[src/sv/utf8bd_pkg.sv]
// ---------------------------------------------------------------------------
// utf8bd_pkg
// Shared types and constants for the UTF-8b stream decoder.
// ---------------------------------------------------------------------------
package utf8bd_pkg;

   localparam int unsigned CpWidth   = 21;
   localparam int unsigned MaxOut    = 4;
   localparam int unsigned CntWidth  = 3;

   // Escape base for stray bytes (0xDC00 | byte)
   localparam logic [CpWidth-1:0] EscBase    = 21'h00DC00;

   // Lead byte bounds
   localparam logic [7:0] AsciiLimit = 8'h80;
   localparam logic [7:0] LeadMin    = 8'hC2;
   localparam logic [7:0] LeadMax    = 8'hF4;
   localparam logic [7:0] Lead3Min   = 8'hE0;
   localparam logic [7:0] Lead4Min   = 8'hF0;

   // Continuation byte tag in the top two bits
   localparam logic [1:0] ContTag    = 2'b10;

   // Code point range limits
   localparam logic [CpWidth-1:0] Min3Byte  = 21'h000800;
   localparam logic [CpWidth-1:0] SurrLow   = 21'h00D800;
   localparam logic [CpWidth-1:0] SurrEnd   = 21'h00E000;
   localparam logic [CpWidth-1:0] Min4Byte  = 21'h010000;
   localparam logic [CpWidth-1:0] CpLimit   = 21'h110000;

   // Sequence lengths
   localparam logic [2:0] Len2 = 3'd2;
   localparam logic [2:0] Len3 = 3'd3;
   localparam logic [2:0] Len4 = 3'd4;

   // One result item
   typedef struct packed {
      logic [CpWidth-1:0] cp;
      logic               esc;
   } result_type;

   // All results caused by one request
   typedef struct packed {
      logic [CntWidth-1:0]       count;
      result_type [MaxOut-1:0]   ent;
   } burst_type;

   // Escape entry for a raw byte
   function automatic result_type escape_of(input logic [7:0] b);
      result_type r;
      r.cp  = EscBase | {13'd0, b};
      r.esc = 1'b1;
      return r;
   endfunction

endpackage

[src/sv/utf8b_stream_decoder_core.sv]
// ---------------------------------------------------------------------------
// utf8b_stream_decoder_core
// Byte-serial UTF-8b decoder: valid code points pass through, bytes that
// cannot be decoded come out as 0xDC00|byte escapes.
// ---------------------------------------------------------------------------
//  channel   direction  ports                                   meaning
//  req_      in         in_byte, end_of_input                   one raw byte
//  rsp_      out        code_point, is_escape, last_of_run      one result
//
//  A request is held in the input register, is decoded in one pass
//  and its 0..4 results land in the result register; one result leaves per
//  cycle while rsp_ready is high.
//  Requests flow one per cycle while each causes at most one result and rsp_ready stays high.
//  Reset clears the pending sequence and both registers' valid flags.
//  A stalled rsp_ready holds the result register, then the input register.
// ---------------------------------------------------------------------------
module utf8b_stream_decoder_core (
   input  logic        clock,
   input  logic        reset,
   input  logic        req_valid,
   output logic        req_ready,
   input  logic [7:0]  req_in_byte,
   input  logic        req_end_of_input,
   output logic        rsp_valid,
   input  logic        rsp_ready,
   output logic [20:0] rsp_code_point,
   output logic        rsp_is_escape,
   output logic        rsp_last_of_run
);

   logic        in_vld_ff;
   logic [7:0]  in_byte_ff;
   logic        in_eof_ff;
   logic        free;
   logic        fire;
   utf8bd_pkg::burst_type burst;

   // Decode moves when the result register can take the next burst
   assign fire      = in_vld_ff && free;
   assign req_ready = !in_vld_ff || fire;

   // Input register
   always_ff @(posedge clock) begin
      if (reset) begin
         in_vld_ff <= 1'b0;
      end else if (req_ready) begin
         in_vld_ff <= req_valid;
      end
   end

   always_ff @(posedge clock) begin
      if (req_valid && req_ready) begin
         in_byte_ff <= req_in_byte;
         in_eof_ff  <= req_end_of_input;
      end
   end

   utf8bd_decode u_decode (
      .clock        (clock),
      .reset        (reset),
      .fire         (fire),
      .in_byte      (in_byte_ff),
      .end_of_input (in_eof_ff),
      .burst        (burst)
   );

   utf8bd_burst u_burst (
      .clock           (clock),
      .reset           (reset),
      .load            (fire),
      .burst           (burst),
      .free            (free),
      .rsp_valid       (rsp_valid),
      .rsp_ready       (rsp_ready),
      .rsp_code_point  (rsp_code_point),
      .rsp_is_escape   (rsp_is_escape),
      .rsp_last_of_run (rsp_last_of_run)
   );

endmodule

[src/sv/utf8bd_decode.sv]
// ---------------------------------------------------------------------------
// utf8bd_decode
// Decodes one byte against the pending sequence state and produces the
// full list of results for that request; holds the pending sequence.
// ---------------------------------------------------------------------------
module utf8bd_decode (
   input  logic                 clock,
   input  logic                 reset,
   input  logic                 fire,
   input  logic [7:0]           in_byte,
   input  logic                 end_of_input,
   output utf8bd_pkg::burst_type burst
);

   // Pending sequence state
   logic [1:0] pend_cnt_ff, pend_cnt_in;
   logic [7:0] pend_lead_ff, pend_lead_in;
   logic [7:0] pend_c0_ff, pend_c0_in;
   logic [7:0] pend_c1_ff, pend_c1_in;

   logic [utf8bd_pkg::CntWidth-1:0] n;
   logic [7:0]  old_bytes [3];
   logic [7:0]  new_bytes [3];
   logic        is_cont;
   logic [2:0]  need;
   logic [2:0]  have;
   logic        do_flush;
   logic        do_fresh;
   logic        single_vld;
   logic [utf8bd_pkg::CpWidth-1:0] val2, val3, val4, val;
   logic        ok;

   assign is_cont = (in_byte[7:6] == utf8bd_pkg::ContTag);
   assign need    = (pend_lead_ff < utf8bd_pkg::Lead3Min) ? utf8bd_pkg::Len2 :
                    (pend_lead_ff < utf8bd_pkg::Lead4Min) ? utf8bd_pkg::Len3 :
                                                            utf8bd_pkg::Len4;
   assign have    = {1'b0, pend_cnt_ff} + 3'd1;

   // Candidate code points for each sequence length
   assign val2 = {10'd0, pend_lead_ff[4:0], in_byte[5:0]};
   assign val3 = {5'd0, pend_lead_ff[3:0], pend_c0_ff[5:0], in_byte[5:0]};
   assign val4 = {pend_lead_ff[2:0], pend_c0_ff[5:0], pend_c1_ff[5:0], in_byte[5:0]};

   always_comb begin
      case (need)
         utf8bd_pkg::Len2: begin
            val = val2;
            ok  = 1'b1;
         end
         utf8bd_pkg::Len3: begin
            val = val3;
            ok  = (val3 >= utf8bd_pkg::Min3Byte) &&
                  ((val3 < utf8bd_pkg::SurrLow) || (val3 >= utf8bd_pkg::SurrEnd));
         end
         default: begin
            val = val4;
            ok  = (val4 >= utf8bd_pkg::Min4Byte) && (val4 < utf8bd_pkg::CpLimit);
         end
      endcase
   end

   // Result list and next pending state
   always_comb begin
      burst       = '0;
      n           = '0;
      pend_cnt_in  = pend_cnt_ff;
      pend_lead_in = pend_lead_ff;
      pend_c0_in   = pend_c0_ff;
      pend_c1_in   = pend_c1_ff;
      do_flush    = 1'b0;
      do_fresh    = 1'b0;
      single_vld  = 1'b0;
      old_bytes[0] = pend_lead_ff;
      old_bytes[1] = pend_c0_ff;
      old_bytes[2] = pend_c1_ff;

      if (pend_cnt_ff != 2'd0 && !is_cont) begin
         do_flush = 1'b1;
         do_fresh = 1'b1;
      end else if (pend_cnt_ff != 2'd0) begin
         if (have < need) begin
            // still collecting continuation bytes
            if (pend_cnt_ff == 2'd1) begin
               pend_c0_in = in_byte;
            end else begin
               pend_c1_in = in_byte;
            end
            pend_cnt_in = have[1:0];
         end else if (ok) begin
            single_vld  = 1'b1;
            pend_cnt_in = 2'd0;
         end else begin
            do_flush = 1'b1;
            do_fresh = 1'b1;
         end
      end else begin
         do_fresh = 1'b1;
      end

      // escape the old pending bytes in order
      if (do_flush) begin
         for (int i = 0; i < 3; i++) begin
            if (2'(i) < pend_cnt_ff) begin
               burst.ent[n[1:0]] = utf8bd_pkg::escape_of(old_bytes[i]);
               n = n + 3'd1;
            end
         end
         pend_cnt_in = 2'd0;
      end

      // current byte as a new lead
      if (do_fresh) begin
         if (in_byte < utf8bd_pkg::AsciiLimit) begin
            burst.ent[n[1:0]].cp  = {13'd0, in_byte};
            burst.ent[n[1:0]].esc = 1'b0;
            n = n + 3'd1;
         end else if (in_byte < utf8bd_pkg::LeadMin || in_byte > utf8bd_pkg::LeadMax) begin
            burst.ent[n[1:0]] = utf8bd_pkg::escape_of(in_byte);
            n = n + 3'd1;
         end else begin
            pend_lead_in = in_byte;
            pend_cnt_in  = 2'd1;
         end
      end

      // completed sequence
      if (single_vld) begin
         burst.ent[n[1:0]].cp  = val;
         burst.ent[n[1:0]].esc = 1'b0;
         n = n + 3'd1;
      end

      // end of input: flush whatever is still pending
      new_bytes[0] = pend_lead_in;
      new_bytes[1] = pend_c0_in;
      new_bytes[2] = pend_c1_in;
      if (end_of_input) begin
         for (int j = 0; j < 3; j++) begin
            if (2'(j) < pend_cnt_in) begin
               burst.ent[n[1:0]] = utf8bd_pkg::escape_of(new_bytes[j]);
               n = n + 3'd1;
            end
         end
         pend_cnt_in = 2'd0;
      end

      burst.count = n;
   end

   // Pending count
   always_ff @(posedge clock) begin
      if (reset) begin
         pend_cnt_ff <= 2'd0;
      end else if (fire) begin
         pend_cnt_ff <= pend_cnt_in;
      end
   end

   // Pending bytes, no reset needed
   always_ff @(posedge clock) begin
      if (fire) begin
         pend_lead_ff <= pend_lead_in;
         pend_c0_ff   <= pend_c0_in;
         pend_c1_ff   <= pend_c1_in;
      end
   end

endmodule

[src/sv/utf8bd_burst.sv]
// ---------------------------------------------------------------------------
// utf8bd_burst
// Result register: holds the results of one request and hands them out
// one per cycle on the result channel while rsp_ready is high.
// ---------------------------------------------------------------------------
module utf8bd_burst (
   input  logic                  clock,
   input  logic                  reset,
   input  logic                  load,
   input  utf8bd_pkg::burst_type burst,
   output logic                  free,
   output logic                  rsp_valid,
   input  logic                  rsp_ready,
   output logic [20:0]           rsp_code_point,
   output logic                  rsp_is_escape,
   output logic                  rsp_last_of_run
);

   logic                                vld_ff, vld_in;
   logic [utf8bd_pkg::CntWidth-1:0]     cnt_ff, cnt_in;
   logic [1:0]                          idx_ff, idx_in;
   utf8bd_pkg::result_type [utf8bd_pkg::MaxOut-1:0] ent_ff;
   logic                                last;
   logic                                take;

   assign last = ({1'b0, idx_ff} + 3'd1) == cnt_ff;
   assign take = vld_ff && rsp_ready;
   assign free = !vld_ff || (take && last);

   assign rsp_valid       = vld_ff;
   assign rsp_code_point  = ent_ff[idx_ff].cp;
   assign rsp_is_escape   = ent_ff[idx_ff].esc;
   assign rsp_last_of_run = last;

   // Next-state for the output sequencer
   always_comb begin
      vld_in = vld_ff;
      cnt_in = cnt_ff;
      idx_in = idx_ff;
      if (take) begin
         if (last) begin
            vld_in = 1'b0;
         end else begin
            idx_in = idx_ff + 2'd1;
         end
      end
      if (load && burst.count != '0) begin
         vld_in = 1'b1;
         cnt_in = burst.count;
         idx_in = 2'd0;
      end
   end

   always_ff @(posedge clock) begin
      if (reset) begin
         vld_ff <= 1'b0;
         cnt_ff <= '0;
         idx_ff <= '0;
      end else begin
         vld_ff <= vld_in;
         cnt_ff <= cnt_in;
         idx_ff <= idx_in;
      end
   end

   // Result payload
   always_ff @(posedge clock) begin
      if (load) begin
         ent_ff <= burst.ent;
      end
   end

endmodule
[config.mk]
export PLATFORM = sky130hd
export DESIGN_NAME = utf8b_stream_decoder_core
export DESIGN_NICKNAME = d
export VERILOG_FILES = /design/src/sv/utf8bd_pkg.sv /design/src/sv/utf8b_stream_decoder_core.sv /design/src/sv/utf8bd_decode.sv /design/src/sv/utf8bd_burst.sv
export SDC_FILE = /design/constraint.sdc
export NUM_CORES = 1
export LEC_CHECK = 0
export ABC_AREA = 0
export BUFFER_PORTS_ARGS = -buffer_cell sky130_fd_sc_hd__buf_4
export CORE_MARGIN = 10
export CORE_UTILIZATION = 60
export DETAILED_ROUTE_END_ITERATION = 6
export PLACE_DENSITY = 0.78
export SLEW_MARGIN = 10
export SYNTH_ARGS = -nofsm -noshare
export SYNTH_HDL_FRONTEND = slang
export SYNTH_SLANG_ARGS = --single-unit
[constraint.sdc]
create_clock -name clock -period 6.9 [get_ports clock]
set_input_delay 0.345 -clock clock [delete_from_list [all_inputs] [get_ports clock]]
set_output_delay 0.345 -clock clock [all_outputs]
set_load 0.01 [all_outputs]
* Word level (Yosys, flattened, before mapping)
Index checks and enable logic that the tools add are counted.
** Operators by class
- Add/subtract/negate cells :: 10
- Order comparisons :: 32
- Eq/ne operators :: 5
- Muxes and demuxes :: 101
- Bitwise gates (word level) :: 1
- Reductions and logical operators :: 29
** Operators with widths (number)
- 88-bit two-way mux :: 14
- 88-bit bitwise mux :: 10
- 22-bit demux with 2-bit select :: 10
- 22-bit two-way mux :: 10
- 8-bit two-way mux :: 11
- 3-bit two-way mux :: 17
- 22-bit binary-select mux with 2-bit select :: 1
- 21-bit case mux with 2 select lines :: 1
- 8-bit less-than comparator, second input constant :: 4
- 2-bit by 3-bit less-than comparator with 1-bit output, second input constant :: 8
- 3-bit by 1-bit adder with 3-bit output, second input constant :: 7
- 21-bit by 17-bit >= comparator with 1-bit output, second input constant :: 1
- 21-bit less-than comparator, second input constant :: 1
- 2-bit two-way mux :: 9
- 17-bit two-way mux :: 1
- 16-bit by 12-bit >= comparator with 1-bit output, second input constant :: 1
- 16-bit >= comparator, second input constant :: 1
- 16-bit less-than comparator, second input constant :: 1
- 1-bit two-way mux :: 16
- 1-bit logical AND :: 15
- 2-bit by 1-bit >= comparator with 1-bit output, second input constant :: 7
- 8-bit > comparator, second input constant :: 1
- 1-bit by 2-bit less-than comparator with 1-bit output, first input constant :: 4
- 2-bit by 1-bit adder with 3-bit output, second input constant :: 2
- 15 further kinds :: 25
** Storage, ports and cells
- Register bits :: 130
- Bits of input ports :: 13
- Logic and storage cells :: 196

* Longest topological paths before layout
Gate-level depths: netlist (run 1).
- Word-level depth :: 36
- Mapped depth :: 28
- Gate-level depth less buffers :: 27

* By module
Synthesis (run 1) repeated with hierarchy kept, for this count alone.
** Unflattened totals
- Cells, all modules :: 750
- Area total of the unflattened synthesis :: 8318.0 sq um
** Modules (own cells, without submodules)
- utf8bd_decode :: instances 1, cells each 590, area each 4481.8 sq um, sequential area each 760.7 sq um
- utf8bd_burst :: instances 1, cells each 145, area each 3503.4 sq um, sequential area each 2762.6 sq um
- utf8b_stream_decoder_core :: instances 1, cells each 15, area each 332.8 sq um, sequential area each 290.3 sq um

* Worst setup path after synthesis (run 1)
No wires, ideal clock.
- Kind :: reg2reg
- From :: reg u_decode.pend_lead_ff[4]
- To :: reg u_burst.ent_ff[45] (netlist bit), data pin
- Library setup time :: 0.261 ns
- Data arrival time :: 5.818 ns
- Path slack :: 0.821 ns
- Stages on the path, launching flop included :: 28
- Path buffers :: 3
- Clock period less this slack :: 6.079 ns
- Cells stage by stage :: edfxtp_1 > buf_2 > clkbuf_1 > nand2_1 > ha_1 > nand2_1 > o21ai_0 > o211ai_1 > a21oi_1 > o21ai_0 > inv_1 > ha_1 > o31a_1 > ha_1 > nand2_1 > nand2_1 > ha_1 > mux2i_1 > inv_1 > ha_1 > o21ai_0 > a211oi_2 > or4b_1 > buf_6 > nand3_4 > a21o_4 > o21ai_4 > a221o_1
** RTL lines
- from (decl) :: RTL line utf8bd_decode.sv:17 : logic [7:0] pend_lead_ff, pend_lead_in;
- from (signal assigned) :: RTL line utf8bd_decode.sv:162 : pend_lead_ff <= pend_lead_in;
- to (signal assigned) :: RTL line utf8bd_burst.sv:69 : ent_ff <= burst.ent;
- to (decl) :: RTL line utf8bd_burst.sv:22 : utf8bd_pkg::result_type [utf8bd_pkg::MaxOut-1:0] ent_ff;

==> results_dict.tcl, run 1 <==
set metrics [dict create \
    status "completed" \
    synth_area_sq_um 8100 \
    leakage_nw 3.53 \
    yosys.area_share.xor_xnor_pct 0.973 \
    synthCells 761 \
    area_delta_synth_final_pct 12.1 \
    grt_pass1_wl_microns 38200 \
    finalNetCount 824 \
    hp-class "in -> reg" \
    antenna_left 0 \
    peakVddDrop_uv 185 \
    drt_pass1_iterations 6 \
    cts_num_sinks 130 \
    muxShareOfSynthArea_pct 11.6 \
    numCtsBuffers 17 \
    path_delay_family "compound AO/OA/AOI/OAI gates" \
    slew_headroom_pct 22.4 \
    synth_top_area_cell "edfxtp_1" \
    crit_arrival_ps 6700 \
    fp.dieArea_sq_um 18500 \
    start_kind "register" \
    finalSetupViolCount 0 \
    yosysSeqAreaShare_pct 47.1 \
    cp_num_buf_inv 3 \
    syn_avg_cell_area_sq_um 10.6 \
    final_cell_mix "edfxtp_1 (121), nand2_1 (82), nor2_1 (67), buf_4 (54), o21ai_0 (53)" \
    fin_crit_ps 6520 \
    dp_hpwl_microns 17700 \
    ys_types 71 \
    synth_edf_count 121 \
    synth-simple-area-share_pct 12.7 \
    fmax_mhz 153 \
    num_antenna_cells 0 \
    critical-path-max-stage-delay_ps 550 \
    grt-ovfl-total 0 \
    ys_top_cells_by_area "edfxtp_1 (45%), mux4_2 (6.1%), ha_1 (4.3%), mux2i_1 (3.8%), nand2_1 (3.8%)" \
    cap_violations 0 \
    crit_path_frequent_cell "ha_1" \
    vias 6763 \
    initial_utilization_pct 61.2 \
    synthArstFlopShare_pct 0 \
    finalPower_w 0.00203 \
    synth_compound_area_share_pct 18.5 \
    synth_top_area_share_pct 44.9 \
    p_per_area_nw_per_um2 223 \
    synth_top_family_by_area "compound AO/OA/AOI/OAI gates" \
    finalMaxSlewViolations 0 \
    syn_nets 802 \
    wl_microns 24800 \
    vias_per_cell 6.96 \
    wl_per_cell_microns 25.5 \
    cp_max_fo 10 \
    rsz0062_at_grt "false" \
    pin_count 38 \
    drc 0 \
    timing.final.crit_share_pct 94.5 \
    slowest_stage "or4b_1" \
    track_usage_pct 27.1 \
    crit_type "reg -> reg" \
    htreeDepth 4 \
    cts_setup_buffers 0 \
    core_sq_um 13200 \
    ys_warn_count 0 \
    port_buffers 37 \
    final_core_util_pct 68.6 \
    finalHoldViolations 0 \
    final_layout_size_suffix_gt1_share_pct 16.8 \
    ys.flop_type "edfxtp_1" \
    gp_congestion 1.03 \
    antenna_found_initial 0 \
    ctsRootBufferMaster "clkbuf_16" \
    die_h_microns 136 \
    dieWidth_microns 136 \
    layout_commonest_cell "edfxtp_1" \
    grt_pass1_vias 6519 \
    endpoint_kind "register" \
    clock_skew_ps 6.43 \
    row_count 42 \
    cts_tree "built" \
    worst_skew_pair.late_latency_ps 430 \
    grt_max_degree 87 \
    clkTransAtPathRegs_ps 60 \
    clockBufferDepth 2 \
    worstMarginPinSlew_ps 1150 \
    setup-tns-final_ps 0 \
    drt-initial-drc-count 1033 \
    yosys.area_share.adder_pct 4.33 \
    critPathRequiredTime_ps 7070 \
    synth.ff_latch_count 130 \
]
-- path summary, 6_finish.rpt --
kind | start | end | slack [ps] | depth (start not counted)
worst max-delay path | u_decode.pend_lead_ff[6] | u_burst.ent_ff[49] | 380 | 26
worst min-delay path | req_end_of_input | in_eof_ff | 90 | 1
worst max register to register | u_decode.pend_lead_ff[6] | u_burst.ent_ff[49] | 380 | 26
worst min register to register | u_burst.cnt_ff[0] | u_burst.cnt_ff[0] | 510 | 2
-- cells in the mapped netlist, types with 7 or more instances --
master / instances
nand3_1: 15
nand2_1: 82
o221ai_1: 8
a21oi_1: 34
and3_1: 7
clkbuf_1: 31
edfxtp_1: 121
mux4_2: 22
a32oi_1: 10
buf_1: 7
o21ai_0: 53
a221o_1: 7
a22oi_1: 39
mux2i_1: 31
nor3_1: 8
buf_2: 9
and2_1: 10
mux2_2: 12
a22o_1: 8
dfxtp_1: 9
nor2_1: 67
a221oi_1: 9
inv_1: 44
ha_1: 28
-- flip-flops by register name (all words and copies together), names as in the netlist --
register,cells
in_vld_ff,1
u_decode.pend_c0_ff,8
u_burst.ent_ff,88
u_burst.cnt_ff,3
u_decode.pend_c1_ff,8
in_eof_ff,1
u_decode.pend_lead_ff,8
u_decode.pend_cnt_ff,2
in_byte_ff,8
u_burst.idx_ff,2
u_burst.rsp_valid,1
-- report_power, final --
part / switching (W) / internal [W]
Sequential: 0.0000308 / 0.000908
Combinational: 0.000133 / 0.0000812
Clock: 0.000345 / 0.000530
Total: 0.000509 / 0.00152
-- area by class of cell --
| cell class | count | area, sq um |
|---|---|---|
| clock inverters | 13 | 138 |
| well taps | 176 | 220 |
| clock buffers | 19 | 433 |
| inverters | 44 | 168 |
| flip-flops and latches | 130 | 3820 |
| fillers | 1001 | 4160 |
| multi-input cells | 536 | 3900 |
| repair buffers | 54 | 405 |
-- through the flow --
step | std cells | setup WS, ps | cell area (sq um) | hold WS (ps)
finish | 972 | 377 | 9080 | 88.2
global route | 972 | 10.8 | 9080 | 79.5
floorplan | 761 | 821 | 8100 | 444
CTS | 972 | 403 | 9080 | 78.1
detailed placement | 940 | 443 | 8510 | 512
global placement | 940 | 657 | 8510 | 493
-- worst register-to-register path: stages, from the launching register on --
cell and delay [ps]:
edfxtp_1 440, and3_1 350, nand2_1 170, inv_1 130, ha_1 350, nand2_1 50
o21ai_0 160, o211ai_1 260, a21oi_1 260, o21ai_0 190, inv_1 100, ha_1 220
o31a_1 320, ha_1 310, nand2_1 60, nand2_1 90, ha_1 310, mux2i_2 260
inv_1 90, ha_1 340, o21ai_0 130, a211oi_2 350, or4b_1 550, nand3_4 100
a21o_4 160, nor2_1 180, a221o_1 340
-- layer usage --
layer	vias to the layer above	wire (microns)	track usage, %
li1	2945	-	-
met4	0	1110	13.0
met2	532	11600	42.3
met1	3186	9340	34.3
met3	100	2770	7.34
met5	-	0	0
-- repair_timing --
action / 4_1_cts / 5_1_grt
setup endpoints to repair: 0 / 6
hold buffers: 0 / 0
resized for setup: 0 / 2
-- cells by family (layout without fill, tap and decap cells) --
family / count (synthesis) / after routing
AND/OR/NAND/NOR: 221 / 221
AO/OA/AOI/OAI: 213 / 213
flip-flops: 130 / 130
buffers and inverters: 95 / 130
multiplexers: 65 / 65
adder cells (fa/ha/maj): 28 / 28
XOR/XNOR: 9 / 9
(Power assumes the default switching activity.)
==> run 2, diff against run 1 <==
--- a/config.mk
+++ b/config.mk
@@ -7,10 +7,12 @@
 export LEC_CHECK = 0
 export ABC_AREA = 0
 export BUFFER_PORTS_ARGS = -buffer_cell sky130_fd_sc_hd__buf_4
+export CELL_PAD_IN_SITES_DETAIL_PLACEMENT = 1
+export CELL_PAD_IN_SITES_GLOBAL_PLACEMENT = 2
 export CORE_MARGIN = 10
-export CORE_UTILIZATION = 60
+export CORE_UTILIZATION = 42
 export DETAILED_ROUTE_END_ITERATION = 6
-export PLACE_DENSITY = 0.78
+export PLACE_DENSITY_LB_ADDON = 0.1
 export SLEW_MARGIN = 10
 export SYNTH_ARGS = -nofsm -noshare
 export SYNTH_HDL_FRONTEND = slang
==> constraint.sdc (replaced) <==
create_clock -name clock -period 7.1 [get_ports clock]
set_input_delay 0.355 -clock clock [delete_from_list [all_inputs] [get_ports clock]]
set_output_delay 0.355 -clock clock [all_outputs]
set_load 0.01 [all_outputs]
==> run 2 against run 1 <==
  * Final cell count is 9.6% higher
  * Setup slack improved by 57 ps
  * Highest routed layer unchanged
  * Clock power fell by 2.9%
  * Via count is 1.9% lower
  * Die area up 36%
  * Sequential cell count unchanged
  * Largest power group unchanged
==> results_dict.tcl, run 2 (synthesis gave the netlist of run 1 again) <==
set metrics [dict create \
    crit_arrival_ps 6840 \
    vias 6635 \
    ctsHoldBuffers 0 \
    placedInstanceArea_sq_um 8680 \
    initial_utilization_pct 43.0 \
    layout_commonest_cell "edfxtp_1" \
    row_count 50 \
    area_delta_synth_final_pct 14.0 \
    peakVddDrop_uv 162 \
    p_per_area_nw_per_um2 213 \
    track_usage_pct 21.9 \
    rsz0062_at_grt "false" \
    core_sq_um 18800 \
    timing.final.crit_share_pct 93.9 \
    vias_per_cell 6.23 \
    fin_crit_ps 6670 \
    finalHoldViolations 0 \
    dieWidth_microns 159 \
    slew_headroom_pct 27.9 \
    design_area_sq_um 9240 \
    gp_congestion 0.948 \
    clockBufferDepth 2 \
    setup-tns-final_ps 0 \
    wl_microns 28300 \
    finalNetCount 833 \
    leakage_nw 3.56 \
    antenna_found_initial 0 \
    fmax_mhz 150 \
    finalSetupViolCount 0 \
    clkTransAtPathRegs_ps 60 \
    final_cell_mix "edfxtp_1 (121), nand2_1 (82), nor2_1 (67), buf_4 (63), o21ai_0 (53)" \
    cts_num_sinks 130 \
    drt_pass1_iterations 5 \
    cap_violations 0 \
    wl_per_cell_microns 26.6 \
    drc 0 \
    port_buffers 37 \
    antenna_left 0 \
    grt_pass1_vias 7011 \
    fill_cells 2039 \
    finalMaxSlewViolations 0 \
    status "completed" \
    fp.dieArea_sq_um 25200 \
    pin_count 38 \
    grt_pass1_wl_microns 42900 \
    drt-initial-drc-count 515 \
    cts_resized 0 \
    crit_type "reg -> reg" \
    cts_setup_buffers 0 \
    cp_max_fo 7 \
    grt_max_degree 78 \
    final_layout_size_suffix_gt1_share_pct 17.6 \
    top_register "u_burst.ent_ff" \
    cts_tree "built" \
    largest_register_ffs 88 \
    grt-ovfl-total 0 \
    worstMarginPinSlew_ps 1070 \
    dp_hpwl_microns 19700 \
    hp-class "in -> reg" \
    endpoint_kind "register" \
    num_antenna_cells 0 \
    clock_skew_ps 11.1 \
    final_core_util_pct 49.0 \
    htreeDepth 4 \
    worst_skew_pair.late_latency_ps 430 \
    ctsRootBufferMaster "clkbuf_16" \
    start_kind "register" \
    numCtsBuffers 17 \
    die_h_microns 159 \
    critPathRequiredTime_ps 7270 \
]
-- run 2: cell types whose count changed in the layout (fill, tap and decap cells not counted), moves of 2 or more --
cell        previous run  this run
inv_6                  1         4
clkbuf_1               2         0
buf_4                 54        63
clkinvlp_4             2         4
clkinv_4               4         1
-- run 2: layout make-up --
| class | count | area [sq um] | area share, % |
|---|---|---|---|
| multi-input cells | 536 | 3900 | 42.2 |
| clock buffers | 17 | 425 | 4.61 |
| clock inverters | 15 | 133 | 1.44 |
| repair buffers | 63 | 473 | 5.12 |
| flip-flops and latches | 130 | 3810 | 41.3 |
| well taps | 260 | 325 | 3.52 |
| inverters | 44 | 168 | 1.82 |
-- run 2: layer usage --
layer	track usage, %	part of all wire, %	up-vias
met2	35.9	47	293
met4	9.22	3.5	0
li1	-	-	2960
met5	0	0	-
met3	4.34	6.0	62
met1	27.6	44	3320
-- run 2: power by group --
part | internal, W | total (W) | switching (W) | leakage [nW]
clock network | 0.000484 | 0.000850 | 0.000365 | 0.263
registers | 0.000881 | 0.000907 | 0.0000264 | 1.22
logic | 0.0000802 | 0.000214 | 0.000134 | 2.07
total | 0.00145 | 0.00197 | 0.000525 | 3.56
-- run 2: worst paths after layout --
path	from	to	slack [ps]	cells past startpoint
min reg2reg	u_burst.cnt_ff[2]	u_burst.cnt_ff[2]	510	2
min	req_end_of_input	in_eof_ff	100	1
max reg2reg	u_decode.pend_c0_ff[5]	u_burst.ent_ff[48]	430	22
max	u_decode.pend_c0_ff[5]	u_burst.ent_ff[48]	430	22
-- run 2: critical path, stage by stage, from the launching register on --
cell	delay, ps
edfxtp_1	490
nor4_1	520
mux2_2	410
o211ai_1	600
a21oi_1	180
o21ai_0	190
inv_1	100
ha_1	280
o31a_1	310
ha_1	310
nand2_1	60
nand2_1	70
ha_1	290
mux2i_1	300
inv_1	80
ha_1	350
o21ai_0	110
a211oi_2	370
or4b_1	570
nand3_4	100
a21o_4	180
nor2_1	180
a221o_1	350
-- run 2: metrics by stage --
| step | hold WS [ps] | setup slack (ps) | instances | total power [W] |
|---|---|---|---|---|
| floorplan | 454 | 1020 | 761 | 0.00105 |
| global placement | 493 | 681 | 1033 | 0.00113 |
| detailed placement | 504 | 482 | 1033 | 0.00114 |
| CTS | 86.9 | 455 | 1065 | 0.00198 |
| global route | 86.9 | 2.31 | 1065 | 0.00203 |
| finish | 98.9 | 434 | 1065 | 0.00197 |
==> run 3, diff against run 2 <==
--- a/config.mk
+++ b/config.mk
@@ -9,7 +9,8 @@
 export BUFFER_PORTS_ARGS = -buffer_cell sky130_fd_sc_hd__buf_4
 export CELL_PAD_IN_SITES_DETAIL_PLACEMENT = 1
 export CELL_PAD_IN_SITES_GLOBAL_PLACEMENT = 2
-export CORE_MARGIN = 10
+export CORE_ASPECT_RATIO = 0.6
+export CORE_MARGIN = 3
 export CORE_UTILIZATION = 42
 export DETAILED_ROUTE_END_ITERATION = 6
 export PLACE_DENSITY_LB_ADDON = 0.1
==> run 3 against run 2 <==
  * Largest cell class unchanged
  * Sequential cell count stayed put
  * The run now ends with design-rule violations left
  * Critical path depth rose by 4
  * Highest routed layer unchanged
  * Clock skew fell by 4.2 ps
  * Sequential power up 0.6%
  * Clock power hardly changed
  * Clock-buffer cell count grew 2
  * Largest power group unchanged
==> results_dict.tcl, run 3 (synthesis gave the netlist of run 1 again) <==
set metrics [dict create \
    row_count 38 \
    crit_arrival_ps 6780 \
    track_usage_pct 28.1 \
    p_int_w 0.00150 \
    final_cells 1036 \
    gp_congestion 0.957 \
    placedCellCount 1008 \
    fin_crit_ps 6610 \
    ctsHoldBuffers 0 \
    final_core_util_pct 49.6 \
    num_antenna_cells 0 \
    clockBufferDepth 2 \
    rsz0062_at_grt "false" \
    violations "design-rule violations" \
    critPathRequiredTime_ps 7270 \
    drc 1 \
    layout_commonest_cell "edfxtp_1" \
    pin_count 38 \
    cts_resized 0 \
    vias_per_cell 6.58 \
    cts_tree "built" \
    top_register "u_burst.ent_ff" \
    worst_skew_pair.late_latency_ps 430 \
    grt_pass1_vias 6964 \
    grt.met3_usage_pct 8.95 \
    slew_headroom_pct 25.9 \
    finalSetupViolCount 0 \
    status "finished, violations left" \
    hp-class "in -> reg" \
    seqPwrFrac_pct 46.1 \
    final_cell_mix "edfxtp_1 (121), nand2_1 (82), nor2_1 (67), buf_4 (58), o21ai_0 (53)" \
    worstMarginPinSlew_ps 1110 \
    whs_ps 98.5 \
    port_buffers 37 \
    clkTransAtPathRegs_ps 60 \
    cts_setup_buffers 0 \
    final_layout_size_suffix_gt1_share_pct 16.5 \
    ctsRootBufferMaster "clkbuf_16" \
    dp_hpwl_microns 20800 \
    initial_utilization_pct 43.8 \
    numCtsBuffers 17 \
    start_kind "register" \
    cp_max_fo 17 \
    grt_max_degree 72 \
    finalHoldViolations 0 \
    grt-ovfl-total 0 \
    clock_skew_ps 6.88 \
    finalPower_w 0.00198 \
    fp.dieArea_sq_um 21000 \
    crit_type "reg -> reg" \
    timing.final.crit_share_pct 93.1 \
    die_h_microns 114 \
    fmax_mhz 151 \
    core_sq_um 18500 \
    busiest_layer "met1" \
    dieWidth_microns 185 \
    critical-path-max-stage-delay_ps 570 \
    wl_microns 29000 \
    power_frac_clock_pct 43.1 \
    leakage_nw 3.54 \
    antenna_left 0 \
    p_per_area_nw_per_um2 216 \
    cts_num_sinks 130 \
    antenna_found_initial 0 \
    setup-tns-final_ps 0 \
    netSwitchingPower_w 0.000480 \
    finalMaxSlewViolations 0 \
    peakVddDrop_uv 203 \
    endpoint_kind "register" \
    finalNetCount 828 \
    largest_register_ffs 88 \
    combPwrFrac_pct 10.8 \
    area_delta_synth_final_pct 13.2 \
    groute.layer.met2.usage_pct 38.7 \
    vias 6815 \
    wl_per_cell_microns 28.0 \
    grt_pass1_wl_microns 43600 \
    htreeDepth 4 \
    gr-usage-met1_pct 42.2 \
    drt_pass1_iterations 7 \
    cap_violations 0 \
    crit_path_frequent_cell "ha_1" \
    drt-initial-drc-count 772 \
    slowest_stage "dfxtp_1" \
    switching_share_pct 24.3 \
]
run 3: changes by cell type in the layout (fill, tap and decap cells not counted):
| cell | before | now |
|---|---|---|
| inv_8 | 1 | 0 |
| o311ai_1 | 0 | 1 |
| bufinv_16 | 1 | 3 |
| inv_6 | 4 | 0 |
| buf_4 | 63 | 58 |
| clkbuf_1 | 0 | 2 |
| clkinv_2 | 2 | 4 |
| clkinvlp_4 | 4 | 0 |
| o311ai_0 | 1 | 0 |
| clkinv_4 | 1 | 0 |
run 3: metrics by stage:
step / setup slack (ps) / instance area (sq um)
2_1_floorplan: 1020 / 8100
3_3_place_gp: 579 / 8620
3_5_place_dp: 616 / 8620
4_1_cts: 603 / 9170
5_1_grt: 145 / 9170
6_report: 493 / 9170
run 3: worst max-delay path, delay by kind of cell, from the launching register on:
family,cells,cell delay [ps]
AO/OA/AOI/OAI,10,2260
adder cells (fa/ha/maj),6,1900
buffers and inverters,4,560
flip-flops,1,570
multiplexers,1,280
AND/OR/NAND/NOR,5,770
run 3: area by class of cell:
class                      count  area (sq um)
tap                          240           300
inverter                      44           168
timing repair buffer          58           435
sequential                   130          3810
clock buffer                  19           433
multi-input combinational    536          3900
fill                        1992          9330
clock inverter                 9           118
run 3: power by group through the flow:
stage	Sequential, W	Combinational [W]	Clock [W]
after floorplan	0.000910	0.000141	0
after global placement	0.000923	0.000204	0
after detailed placement	0.000926	0.000210	0
after CTS	0.000911	0.000212	0.000864
after global routing	0.000915	0.000232	0.000892
final	0.000912	0.000213	0.000853
run 3: layer usage:
metal | share of wire, % | vias up
met1 | 47 | 3442
met4 | 2.2 | 0
met2 | 40 | 378
met3 | 11 | 56
li1 | - | 2939
met5 | 0 | -
run 3: path summary, 6_finish.rpt:
path | cells past startpoint | from | endpoint | slack [ps]
worst max register to register | 26 | u_decode.pend_cnt_ff[0] | u_burst.ent_ff[50] | 490
worst max-delay path | 26 | u_decode.pend_cnt_ff[0] | u_burst.ent_ff[50] | 490
worst min-delay path | 1 | req_in_byte[5] | in_byte_ff[5] | 100
worst min register to register | 2 | u_burst.cnt_ff[2] | u_burst.cnt_ff[2] | 520
